### src/hw/rtl/mtg_pkg.sv
// Shared types, constants and functions of the MT19937 generator.
package mtg_pkg;

	localparam int WORD_W = 32;
	localparam int STATE_WORDS_DEF = 624;
	localparam int TWIST_OFFSET_DEF = 397;

	typedef logic [WORD_W-1:0] word_t;

	localparam logic MODE_RESEED = 1'b0;
	localparam logic MODE_DRAW = 1'b1;

	localparam word_t SEED_ZERO_SUB = 32'd4357;
	localparam word_t SEED_DEFAULT = 32'd5489;
	localparam word_t INIT_MULT = 32'd1812433253;
	localparam word_t TWIST_MATRIX = 32'h9908_b0df;
	localparam word_t TEMPER_B = 32'h9d2c_5680;
	localparam word_t TEMPER_C = 32'hefc6_0000;

	// Status and shift request that the seeder hands to the cell chain.
	typedef struct packed {
		logic busy;
		logic shift;
		word_t word;
	} seed_stat_t;

	function automatic word_t twist(input word_t head, input word_t next, input word_t far);
		word_t y;
		word_t mag;
		y = {head[WORD_W-1], next[WORD_W-2:0]};
		mag = y[0] ? TWIST_MATRIX : '0;
		return far ^ (y >> 1) ^ mag;
	endfunction

	function automatic word_t temper(input word_t x);
		word_t y;
		y = x;
		y = y ^ (y >> 11);
		y = y ^ ((y << 7) & TEMPER_B);
		y = y ^ ((y << 15) & TEMPER_C);
		y = y ^ (y >> 18);
		return y;
	endfunction

endpackage

### src/hw/rtl/mtg_seeder.sv
// Seeding sequencer: produces the initialization recurrence one word per cycle.
module mtg_seeder #(
	parameter int STATE_WORDS = mtg_pkg::STATE_WORDS_DEF
) (
	input  logic                clk,
	input  logic                arst_n,
	input  logic                start,
	input  mtg_pkg::word_t      start_word,
	input  mtg_pkg::word_t      tail,
	output mtg_pkg::seed_stat_t stat
);

	localparam int IDX_W = $clog2(STATE_WORDS);

	logic busy_q;
	logic [IDX_W-1:0] idx_q;
	mtg_pkg::word_t mix;
	mtg_pkg::word_t prod;

	// The tail cell holds the word entered last, so it is the previous term.
	assign mix = tail ^ (tail >> 30);
	assign prod = mtg_pkg::INIT_MULT * mix;

	always_comb begin
		stat.busy = busy_q;
		stat.shift = start || busy_q;
		stat.word = busy_q ? (prod + mtg_pkg::WORD_W'(idx_q)) : start_word;
	end

	always_ff @(posedge clk or negedge arst_n) begin
		if (!arst_n) begin
			busy_q <= 1'b0;
			idx_q <= '0;
		end else if (start) begin
			busy_q <= 1'b1;
			idx_q <= IDX_W'(1);
		end else if (busy_q) begin
			idx_q <= idx_q + IDX_W'(1);
			if (idx_q == IDX_W'(STATE_WORDS - 1)) begin
				busy_q <= 1'b0;
			end
		end
	end

endmodule

### config.mk
export PLATFORM = sky130hd
export DESIGN_NAME = mtg_seeder
export DESIGN_NICKNAME = d
export VERILOG_FILES = /design/src/hw/rtl/mtg_pkg.sv /design/src/hw/rtl/mtg_seeder.sv
export SDC_FILE = /design/constraint.sdc
export NUM_CORES = 1
export LEC_CHECK = 0
export BUFFER_PORTS_ARGS = -buffer_cell sky130_fd_sc_hd__buf_2
export CAP_MARGIN = 10
export CORE_ASPECT_RATIO = 1.25
export CORE_MARGIN = 5
export CORE_UTILIZATION = 35
export CTS_CLUSTER_SIZE = 14
export DETAILED_ROUTE_END_ITERATION = 8
export PLACE_DENSITY = 0.51
export SLEW_MARGIN = 10
export SYNTH_ARGS = -nofsm -noshare
export SYNTH_HDL_FRONTEND = slang
export SYNTH_SLANG_ARGS = --single-unit
export TNS_END_PERCENT = 50
### constraint.sdc
create_clock -name clk -period 9.7 [get_ports clk]
set_clock_uncertainty 0.1 [all_clocks]
set_input_delay 1.455 -clock clk [delete_from_list [all_inputs] [get_ports clk]]
set_output_delay 1.455 -clock clk [all_outputs]
set_load 0.005 [all_outputs]
* After elaboration in Yosys (flattened, before gate mapping) *
Cells that the tools add are included.

operators by class
  mux-type cells = 6
  $mul = 1
  equal/unequal tests = 1
  bitwise logic cells = 1
  reduce and logical (&&, ||, !) cells = 2
  add/sub/neg operators = 2

operators with widths
  cell                      number
  $add A32 B10 Y32          1
  $mul A31 B32 Y32 const A  1
  $mux W32                  1
  $xor A32 B2 Y32           1
  $mux W10                  2
  $add A10 B1 Y10 const B   1
  $eq A10 B10 Y1 const B    1
  $mux W1                   3
  $reduce_bool A2 Y1        1
  $logic_or A1 B1 Y1        1

storage, ports and cells
  logic and storage cells = 15
  output and inout port bits = 34
  flip-flop bits (word level) = 11

* Depth between registers and ports, before layout *
  depth in word-level cells = 4
  gate-level depth with buffers = 24
  gate-level depth less buffers = 24

* Worst setup path before layout *
Ideal clock, no wire load.

  path type = input port to output port
  start = input tail[1]
  end = output stat[31] (netlist bit)
  slack = 0.857 ns
  data required time = 8.145 ns
  arrival = 7.288 ns
  buffers on the path = 0
  cell stages on the path = 22
  path through = xor2_1 -> xor2_1 -> ha_1 -> or2_2 -> ha_1 -> inv_1 -> fa_1 -> inv_1 -> ha_1 -> fa_1 -> fa_1 -> fa_1 -> inv_1 -> fa_1 -> inv_1 -> ha_1 -> and4_1 -> nor3b_1 -> a211oi_1 -> o31ai_1 -> or3_1 -> nand3_1

RTL lines
  element      line              text
  from (decl)  mtg_seeder.sv:9   input mtg_pkg::word_t tail,
  to (decl)    mtg_seeder.sv:10  output mtg_pkg::seed_stat_t stat

==> results_dict.tcl <==
set metrics [dict create \
    io_pins 101 \
    hold_viol 0 \
    arrival_ns 7.70 \
    m1WireLength_mm 9.63 \
    start_util_pct 35.6 \
    cts_buffers 3 \
    first_global_vias 7341 \
    grt_overflow 0 \
    drcViolationCount 0 \
    r2r-start "busy_q" \
    multi_input_area_mm2 0.00795 \
    slew_viol_final 0 \
    status "complete, no violations" \
    syn_area_mm2 0.00925 \
    area_delta_synth_final_pct 11.4 \
    vias 6479 \
    critPathRequiredTime_ns 8.15 \
    crit_path_max_incr_delay_ns 0.52 \
    clk_transition_reported_paths_ns 0.04 \
    end_kind "output port" \
    dr.first_iter.drc_count 185 \
    n_fill_cell 2622 \
    rr_worst_depth 6 \
    grt_pass1_wl_mm 38.5 \
    nets 1512 \
    hold_path.class "reg2reg" \
    ys.flop_type "dfrtp_1" \
    cts_num_sinks 11 \
    syn_avg_cell_area_um2 9.78 \
    rsz0062_at_grt "false" \
    dr_wl_met3_um 492 \
    io_buffers 100 \
    die_w_um 155 \
    ant_nets 0 \
    std_cell_rows 66 \
    cts_hold_buffers 0 \
    path_buf_inv 8 \
    synthArstFlopShare_pct 100 \
    antenna_found_initial 0 \
    cts_root_buf "clkbuf_16" \
    synth_edf_count 0 \
    top_layer "met4" \
    fin_tns_setup_ns 0 \
    dp_hpwl_mm 20.8 \
    cpMaxStageDelayCell "fa_1" \
    post-route-min-period_ns 9.25 \
    layout.area.seq_um2 277 \
    setup_viol 0 \
    maxCapViolations 0 \
    n_antenna_cell 0 \
    max_freq_ghz 0.108 \
    cp_num_cells 27 \
    syn-num-nets 1404 \
    grt_max_degree 48 \
    wl_per_cell_um 16.6 \
    slew_headroom_pct 59.6 \
    die-area_mm2 0.0298 \
    fin_crit_sh_pct 95.4 \
    cts_tree "built" \
    worst-path-max-fanout 7 \
    ys_types 48 \
    syn_inst 946 \
    gp_congestion 0.846 \
    start_kind "input pin" \
    r2r-end "idx_q[9]" \
    via_per_inst 4.65 \
    crit_end "stat[30]" \
    rrSetupSlack_ns 7.79 \
    clock_latency_ns 0.24 \
    grt.total_usage_pct 16.4 \
    cts_resized 0 \
    htreeDepth 1 \
    crit_start "tail[30]" \
    critPathKind "in2out" \
    ys_seq_area_share_pct 2.98 \
    drive_gt1_share_pct 13.8 \
    dr.pass1.iters 4 \
    crit_family "adder cells" \
    yosys_warnings 0 \
    post_cts.repair.setup_buffers 0 \
    die_h_um 192 \
    coreArea_mm2 0.0260 \
    worstMarginPinSlew_ns 0.606 \
    ys_ff_latch 11 \
    finalWirelength_mm 23.1 \
    wl_met2_mm 12.4 \
    ctsLongestPathBuffers 2 \
]
sequential cells by signal (all words and copies together), names as in the netlist:
register,cells
busy_q,1
idx_q,10
per-stage QoR:
stage          area [µm²]  hold slack, ns  setup slack [ns]  utilization (%)  instances
2_1_floorplan        9250           0.422             0.857                -        946
3_3_place_gp        10200           0.435             0.323             39.3       1389
3_5_place_dp        10200           0.450             0.319             39.3       1389
4_1_cts             10300           0.457             0.274             39.6       1393
5_1_grt             10300           0.484            0.0656             39.6       1393
6_report            10300           0.457             0.448             39.6       1393
cell families (layout without fill, tap and decap cells):
logic type      after synthesis  count (layout)  synth area share, %
compound gates               88              88                 6.22
xor+xnor                     60              60                 6.36
fa+ha+maj                   391             391                 65.3
buf+inv                     273             380                 11.1
flops                        11              11                 2.98
mux                          24              24                 2.90
simple gates                 99              99                 5.10
synth_stat cells (11+ instances only):
cell	n	area [µm²]
a21o_1	12	90.1
a21oi_1	22	110
dfrtp_1	11	275
fa_1	153	3060
ha_1	238	2980
inv_1	264	991
mux2_2	22	248
nand2_1	24	90.1
nor2_1	33	124
o21ai_0	21	105
xnor2_1	38	333
xor2_1	17	149
layout by cell type, fill, tap and decap left out, drive strengths merged, types with 5 or more instances in the layout:
cell type / count
inv: 264
ha: 238
fa: 153
buf: 111
xnor2: 39
nor2: 33
nand2: 24
mux2: 22
a21oi: 22
o21ai: 22
xor2: 17
a21o: 12
dfrtp: 11
o211ai: 7
nand4: 7
nand3: 6
a211oi: 6
nor3: 5
routing by layer:
metal / GRT usage [%] / vias up
met1: 20.4 / 3133
met4: 3.10 / 0
met5: 0 / -
met2: 31.4 / 99
met3: 0.879 / 23
li1: - / 3224
area by class of cell:
cell class	count	share of cell area [%]
clock buffer	4	0.765
multi-input combinational	662	77.1
timing repair buffer	111	5.66
sequential	11	2.68
tap	340	4.13
inverter	265	9.65
worst min path at each step:
stage / from / end / depth (start not counted)
2_1_floorplan: idx_q[6] / idx_q[6] / 2
3_3_place_gp: idx_q[6] / idx_q[6] / 2
3_5_place_dp: idx_q[6] / idx_q[6] / 2
4_1_cts: idx_q[6] / idx_q[6] / 2
5_1_grt: idx_q[6] / idx_q[6] / 2
6_report: idx_q[6] / idx_q[6] / 2
tightest hold or removal path, cell delays in order (launching register included):
cell and delay [ns]:
dfrtp_1 0.38, o21ai_0 0.08, a21oi_1 0.06
Power is left out: the tool's default activity adds up to more than one toggle a clock period on the data nets, which glitch-free logic cannot reach.
