**config.mk**
```make
export PLATFORM = sky130hd
export DESIGN_NAME = mtg_cell
export DESIGN_NICKNAME = d
export VERILOG_FILES = /design/src/hw/rtl/mtg_pkg.sv /design/src/hw/rtl/mtg_cell.sv
export SDC_FILE = /design/constraint.sdc
export NUM_CORES = 1
export LEC_CHECK = 0
export BUFFER_PORTS_ARGS = -buffer_cell sky130_fd_sc_hd__buf_2
export CAP_MARGIN = 10
export CORE_ASPECT_RATIO = 0.7
export CORE_MARGIN = 2
export CORE_UTILIZATION = 42
export DETAILED_ROUTE_END_ITERATION = 7
export PLACE_DENSITY = 0.79
export SLEW_MARGIN = 20
export SYNTH_ARGS = -nofsm -noshare
export SYNTH_HDL_FRONTEND = slang
export SYNTH_SLANG_ARGS = --single-unit
```
**constraint.sdc**
```tcl
create_clock -name clk -period 0.8 [get_ports clk]
set_clock_uncertainty 0.1 [all_clocks]
set_input_delay 0.08 -clock clk [delete_from_list [all_inputs] [get_ports clk]]
set_output_delay 0.08 -clock clk [all_outputs]
set_load 0.1 [all_outputs]
```
**src/hw/rtl/mtg_pkg.sv**
```systemverilog
// Shared types, constants and functions of the MT19937 generator.
package mtg_pkg;

	localparam int WORD_W = 32;
	localparam int STATE_WORDS_DEF = 624;
	localparam int TWIST_OFFSET_DEF = 397;

	typedef logic [WORD_W-1:0] word_t;

	localparam logic MODE_RESEED = 1'b0;
	localparam logic MODE_DRAW = 1'b1;

	localparam word_t SEED_ZERO_SUB = 32'd4357;
	localparam word_t SEED_DEFAULT = 32'd5489;
	localparam word_t INIT_MULT = 32'd1812433253;
	localparam word_t TWIST_MATRIX = 32'h9908_b0df;
	localparam word_t TEMPER_B = 32'h9d2c_5680;
	localparam word_t TEMPER_C = 32'hefc6_0000;

	// Status and shift request that the seeder hands to the cell chain.
	typedef struct packed {
		logic busy;
		logic shift;
		word_t word;
	} seed_stat_t;

	function automatic word_t twist(input word_t head, input word_t next, input word_t far);
		word_t y;
		word_t mag;
		y = {head[WORD_W-1], next[WORD_W-2:0]};
		mag = y[0] ? TWIST_MATRIX : '0;
		return far ^ (y >> 1) ^ mag;
	endfunction

	function automatic word_t temper(input word_t x);
		word_t y;
		y = x;
		y = y ^ (y >> 11);
		y = y ^ ((y << 7) & TEMPER_B);
		y = y ^ ((y << 15) & TEMPER_C);
		y = y ^ (y >> 18);
		return y;
	endfunction

endpackage

```
**src/hw/rtl/mtg_cell.sv**
```systemverilog
// One state word of the generator, loaded from its right neighbor on a shift.
module mtg_cell (
	input  logic          clk,
	input  logic          shift,
	input  mtg_pkg::word_t d,
	output mtg_pkg::word_t q
);

	mtg_pkg::word_t word_q;

	always_ff @(posedge clk) begin
		if (shift) begin
			word_q <= d;
		end
	end

	assign q = word_q;

endmodule

```
==> results, run 1 <==
- The cell taking the most area after synthesis is edfxtp_1.
- The total instance count after detailed placement is ~130.
- During synthesis, Yosys emitted a total of 0 warnings.
- The flow did not finish.
- The top cell type's share of synthesized area is 100%.
- Summing the areas of all compound-gate instances in the mapped netlist gives 0% of the synthesized area.
- The tool reported: "[ERROR DPL-0038] Utilization greater than 100%, impossible to legalize".
- Post-CTS timing repair inserted 0 buffers for setup.
- The net count of the mapped netlist is 66.
- The cell area after synthesis is approximately 960 sq um.
- The portion of netlist area occupied by mux cells is 0%.
- Summing the areas of all xor and xnor instances in the mapped netlist gives 0% of the synthesized area.
- The H-tree was split into 2 levels.
- After Yosys synthesis, and, or, nand and nor cells account for 0% of the synthesized area.
- In this run, synthesis produced a sequential element count of 32.
- The average instance in the mapped netlist occupies 30.0 sq um.
- The width of the die is 61.2 microns.
- The initial core utilization is between 40% and 50%.
- Sorting the synthesized cells by how often they occur yields 32 x edfxtp_1.
- Ranked by total cell area, the synthesized netlist is headed by edfxtp_1 100%.
- The clock net in this run drives a total of 32 sinks.
- The post-DP HPWL is roughly 1.6 mm.
- The last stage the flow got to is clock tree synthesis (4_1_cts).
- The top-level I/O count is 66.
- The congestion estimate from routability-driven global placement came to approximately 0.64.
- The number of buffers on the longest clock path is 2.
- The dominant cell by count in the synthesized netlist is edfxtp_1.
- The height of the die is 44.0 microns.
- The number of standard-cell rows in the floorplan is 14.
- Counting flops with a built-in enable in the synthesized netlist gives 32.
- The post-synthesis cell count is 32.
- In this run, CTS created clock tree buffers numbering 5.
- After synthesis, flip-flops and latches occupy 100% of the total area.
- The async set or reset register ratio after synthesis is 0%.
- The post-cts hold buffer count is 32.
- For this run, the leading register cell type out of synthesis is edfxtp_1.
- After Yosys synthesis, full adders, half adders and majority gates account for 0% of the synthesized area.
- The number of port buffers is 65.
- The post-cts resize count is 0.
- The clock root buffer is clkbuf_4.
- The number of different library cells used by synthesis comes to 1.
per-stage QoR:
step	hold WS (ns)	worst slack, ns	area (sq um)	utilization, %	setup TNS (ns)
after floorplan	0.0789	-0.284	961	-	-9.09
after global placement	0.157	0.0254	1850	85.7	0
after detailed placement	0.158	0.00309	1850	85.7	0
logic make-up after synthesis:
| kind of cell | Yosys count |
|---|---|
| DFF | 32 |
==> run 2: changes to the inputs <==
--- a/config.mk
+++ b/config.mk
@@ -7,11 +7,10 @@
 export LEC_CHECK = 0
 export BUFFER_PORTS_ARGS = -buffer_cell sky130_fd_sc_hd__buf_2
 export CAP_MARGIN = 10
-export CORE_ASPECT_RATIO = 0.7
-export CORE_MARGIN = 2
-export CORE_UTILIZATION = 42
+export CORE_AREA = 2 2 63 65
 export DETAILED_ROUTE_END_ITERATION = 7
-export PLACE_DENSITY = 0.79
+export DIE_AREA = 0 0 65 67
+export PLACE_DENSITY_LB_ADDON = 0.15
 export SLEW_MARGIN = 20
 export SYNTH_ARGS = -nofsm -noshare
 export SYNTH_HDL_FRONTEND = slang
==> run 2 against run 1 <==
- the flow now finishes, with violations (setup timing)
- synthesized cell count unchanged
- synthesized area unchanged
==> results, run 2 <==
- The count of TritonRoute iterations in the first routing pass is 4.
- In the synthesized netlist, the cells that appear most often are 32 x edfxtp_1.
- The leakage power is 0.960 nW.
- In this run the worst path has a maximum fanout of 1.
- The global-route met1 utilization is slightly above 10%.
- Leaving out fill and tap cells, the most frequent cells in the layout are 34 x buf_12, 32 x buf_2, 32 x edfxtp_1, 29 x dlygate4sd3_1, 5 x clkbuf_8.
- The worst pin sits at a relative slew slack of 91.4%.
- The peak-usage layer in the global routing report is met2.
- The number of DRC markers after the initial detailed-route iteration is 23.
- The cell taking the most area after synthesis is edfxtp_1.
- The core area is around 0.0036 sq mm.
- After clock tree synthesis, the clock-pin slew on the worst setup and hold paths is 0.06 ns.
- After filler insertion, the fill cell instance count of the layout stands at roughly 260.
- The met3 demand-to-capacity share in global routing is 5.91%.
- In this run, the clock network consumes between 20% and 30% of the power.
- By area the synthesized netlist is led by edfxtp_1 100%.
- The number of hold violations in the final report is 0.
- After technology mapping, the gate count stands at 32.
- TritonCTS built the clock tree.
- The final-report setup violation count is 40.
- The number of nets with antenna violations after routing is 0.
- 0 antenna diodes ended up in the layout.
- The leading cell type in the layout, fill and taps excluded is buf_12.
- The worst setup path is captured at an output pin.
- Post-CTS timing repair inserted 0 buffers for setup.
- Data arrives at the worst endpoint at just under 0.9 ns.
- The critical path's slowest cell is edfxtp_1.
- The number of maximum-capacitance violations is 0.
- The first-pass GRT wire length is around 3.2 mm.
- In the routed layout, each cell is associated on average with a via count of 3.70.
- The worst-margin pin slew is around 0.13 ns.
- The tree is rooted in a clkbuf_8.
- The switching fraction of total power is between 30% and 40%.
- Row generation in the floorplan step produced 22 rows.
- The critical path is of the register to output pin type.
- The multi-input combinational cell area is 0 sq um.
- The fraction of the yosys area taken by sequential cells is 100%.
- Buffers inserted during clock tree synthesis total 5.
- The Yosys step of the flow raised 0 warnings.
- The most used flip-flop cell after synthesis is edfxtp_1.
- The number of nets in the synthesized netlist is between 60 and 70.
- The delay of the slowest cell on the worst path is ~0.42 ns.
- The total instance count after detailed placement is 147.
- The cell area after synthesis is 961 sq um.
- Combinational cells account for about a third of the total power.
- The class of the most critical hold timing path is input port to register.
- Counting every sink on the clock net gives 32.
- Power spread over the standard cell area amounts to approximately 2200 mW/mm^2.
- The run finished, with violations left.
- Across all setup checks in the final design, the least slack found is -0.268 ns.
- The width of the die is 65 microns.
- Global routing consumed, on the met2 layer, a little under a fifth of the routing resources.
- The average wire length per cell after detail routing is around 11 microns.
- The fraction of final layout cells with drive strength greater than 1 is between 50% and 60%.
- The async set or reset register ratio after synthesis is 0%.
- Measured on the finished design, the core utilization comes to 62.9%.
- Setup repair after global routing could not meet its margin everywhere.
- The startpoint type of the worst setup path is a register.
- The flip-flop count of the largest register, all copies and words added is 32.
- The final reports fail on setup timing.
- The initial core utilization is approximately a quarter.
- Together, buffers and inverters on the worst path number 1.
- The height of the die is around 67 microns.
- The internal portion of the total power is about 3.2 mW.
- The floorplan step defined a die boundary enclosing around 0.0044 sq mm.
- The maximum number of pins on one net before global-route repair is 21.
- Walking the worst path, the cells encountered are buf_12.
- The remaining global-route overflow is 0.
- The kind of cell with the highest combined delay on the critical path is flip-flops.
- By instance count, the leading cell after synthesis is edfxtp_1.
- Derived from the worst setup path, the maximum achievable clock frequency is 0.937 GHz.
- Excluding fillers, the count of instances in the completed layout stands at between 150 and 200.
- The minimum period implied by the final worst setup slack is 1.07 ns.
- The total wirelength of the detailed-routed design is between 2 and 2.5 mm.
- The max-slew violation count was 0.
- The total number of nets in the final design is about 170.
- Across every metal layer, demand over resource in global routing totals a little over a tenth.
- The multi-input gate count is 0.
- In this run, distinct cell masters in the synthesized netlist total 1.
- The worst setup slack before clock tree synthesis is 0.00325 ns.
- The final critical-path share of the clock period is 133%.
- The number of port buffers is 65.
- The via count of the first global-routing pass is 708.
- After synthesis, the mean cell area works out to between 30 and 40 sq um.
- The number of synthesized flops with an enable pin is 32.
- STA puts the critical path data required time at just over 0.6 ns.
- The detailed-route DRC error count is 0.
- In this run, synthesis produced a sequential element count of 32.
- VDD sags by at most between 1 and 1.5 mV.
- The net switching power is roughly 1.7 mW.
- The number of buffers on the longest clock path is 2.
- 66 I/O pins were placed.
- The post-synthesis to final-layout area growth is 136%.
- The top cell type's share of synthesized area is between 90% and 100%.
- The last weighted congestion value of the routability-driven placer is 0.596.
- Registers are responsible for 42.9% of the overall power.
- The initial antenna violation count is 0.
- The total number of vias is between 600 and 700.
- In this run the number of H-tree levels came out at 2.
run 2: cell counts after synthesis:
No cell type changed its count.
run 2: path summary, 6_finish.rpt:
check | slack [ns] | to | from | cells past startpoint
max | -0.27 | q[3] | q[3] | 1
min | 0.07 | q[12] | d[12] | 2
run 2: timing repair:
| item | 4_1_cts | 5_1_grt |
|---|---|---|
| endpoints found under the setup margin | 32 | 36 |
| gates resized for setup | 0 | 3 |
| pin swaps | 0 | 0 |
| hold endpoints to repair | 32 | 0 |
| hold buffers | 32 | 0 |
| gates cloned | 0 | 0 |
run 2: routing by layer:
layer | part of all wire, % | up-vias
met5 | 0 | -
met4 | 2.6 | 0
met3 | 10 | 5
met2 | 53 | 44
met1 | 34 | 298
li1 | - | 337
run 2: cells by family after synthesis:
family	after synthesis	synth area share [%]
DFF	32	100
run 2: power groups by stage:
stage / Clock, mW / Sequential, mW / Combinational (mW)
floorplan: 0 / 3.01 / 0
global placement: 0 / 2.14 / 1.59
detailed placement: 0 / 2.14 / 1.60
CTS: 1.16 / 2.11 / 1.72
global route: 1.23 / 2.12 / 1.75
finish: 1.10 / 2.11 / 1.71
run 2: metrics by stage:
| step | hold slack (ns) | setup TNS [ns] | area (sq um) | total power, mW |
|---|---|---|---|---|
| 6_report | 0.0675 | -8.18 | 2270 | 4.91 |
| 5_1_grt | 0.0766 | -9.34 | 2270 | 5.09 |
| 4_1_cts | 0.106 | -8.69 | 2260 | 4.98 |
| 3_5_place_dp | 0.158 | 0 | 1870 | 3.74 |
| 3_3_place_gp | 0.157 | 0 | 1870 | 3.73 |
| 2_1_floorplan | 0.0789 | -9.09 | 961 | 3.01 |
run 2: cell type report:
class	instances	area (sq um)	share of cell area, %
Timing Repair Buffer	98	1170	51.5
Clock inverter	1	5.00	0.221
Tap cell	48	60.1	2.65
Clock buffer	6	72.6	3.20
Sequential cell	32	961	42.4
Power figures use the tool's default switching activity.
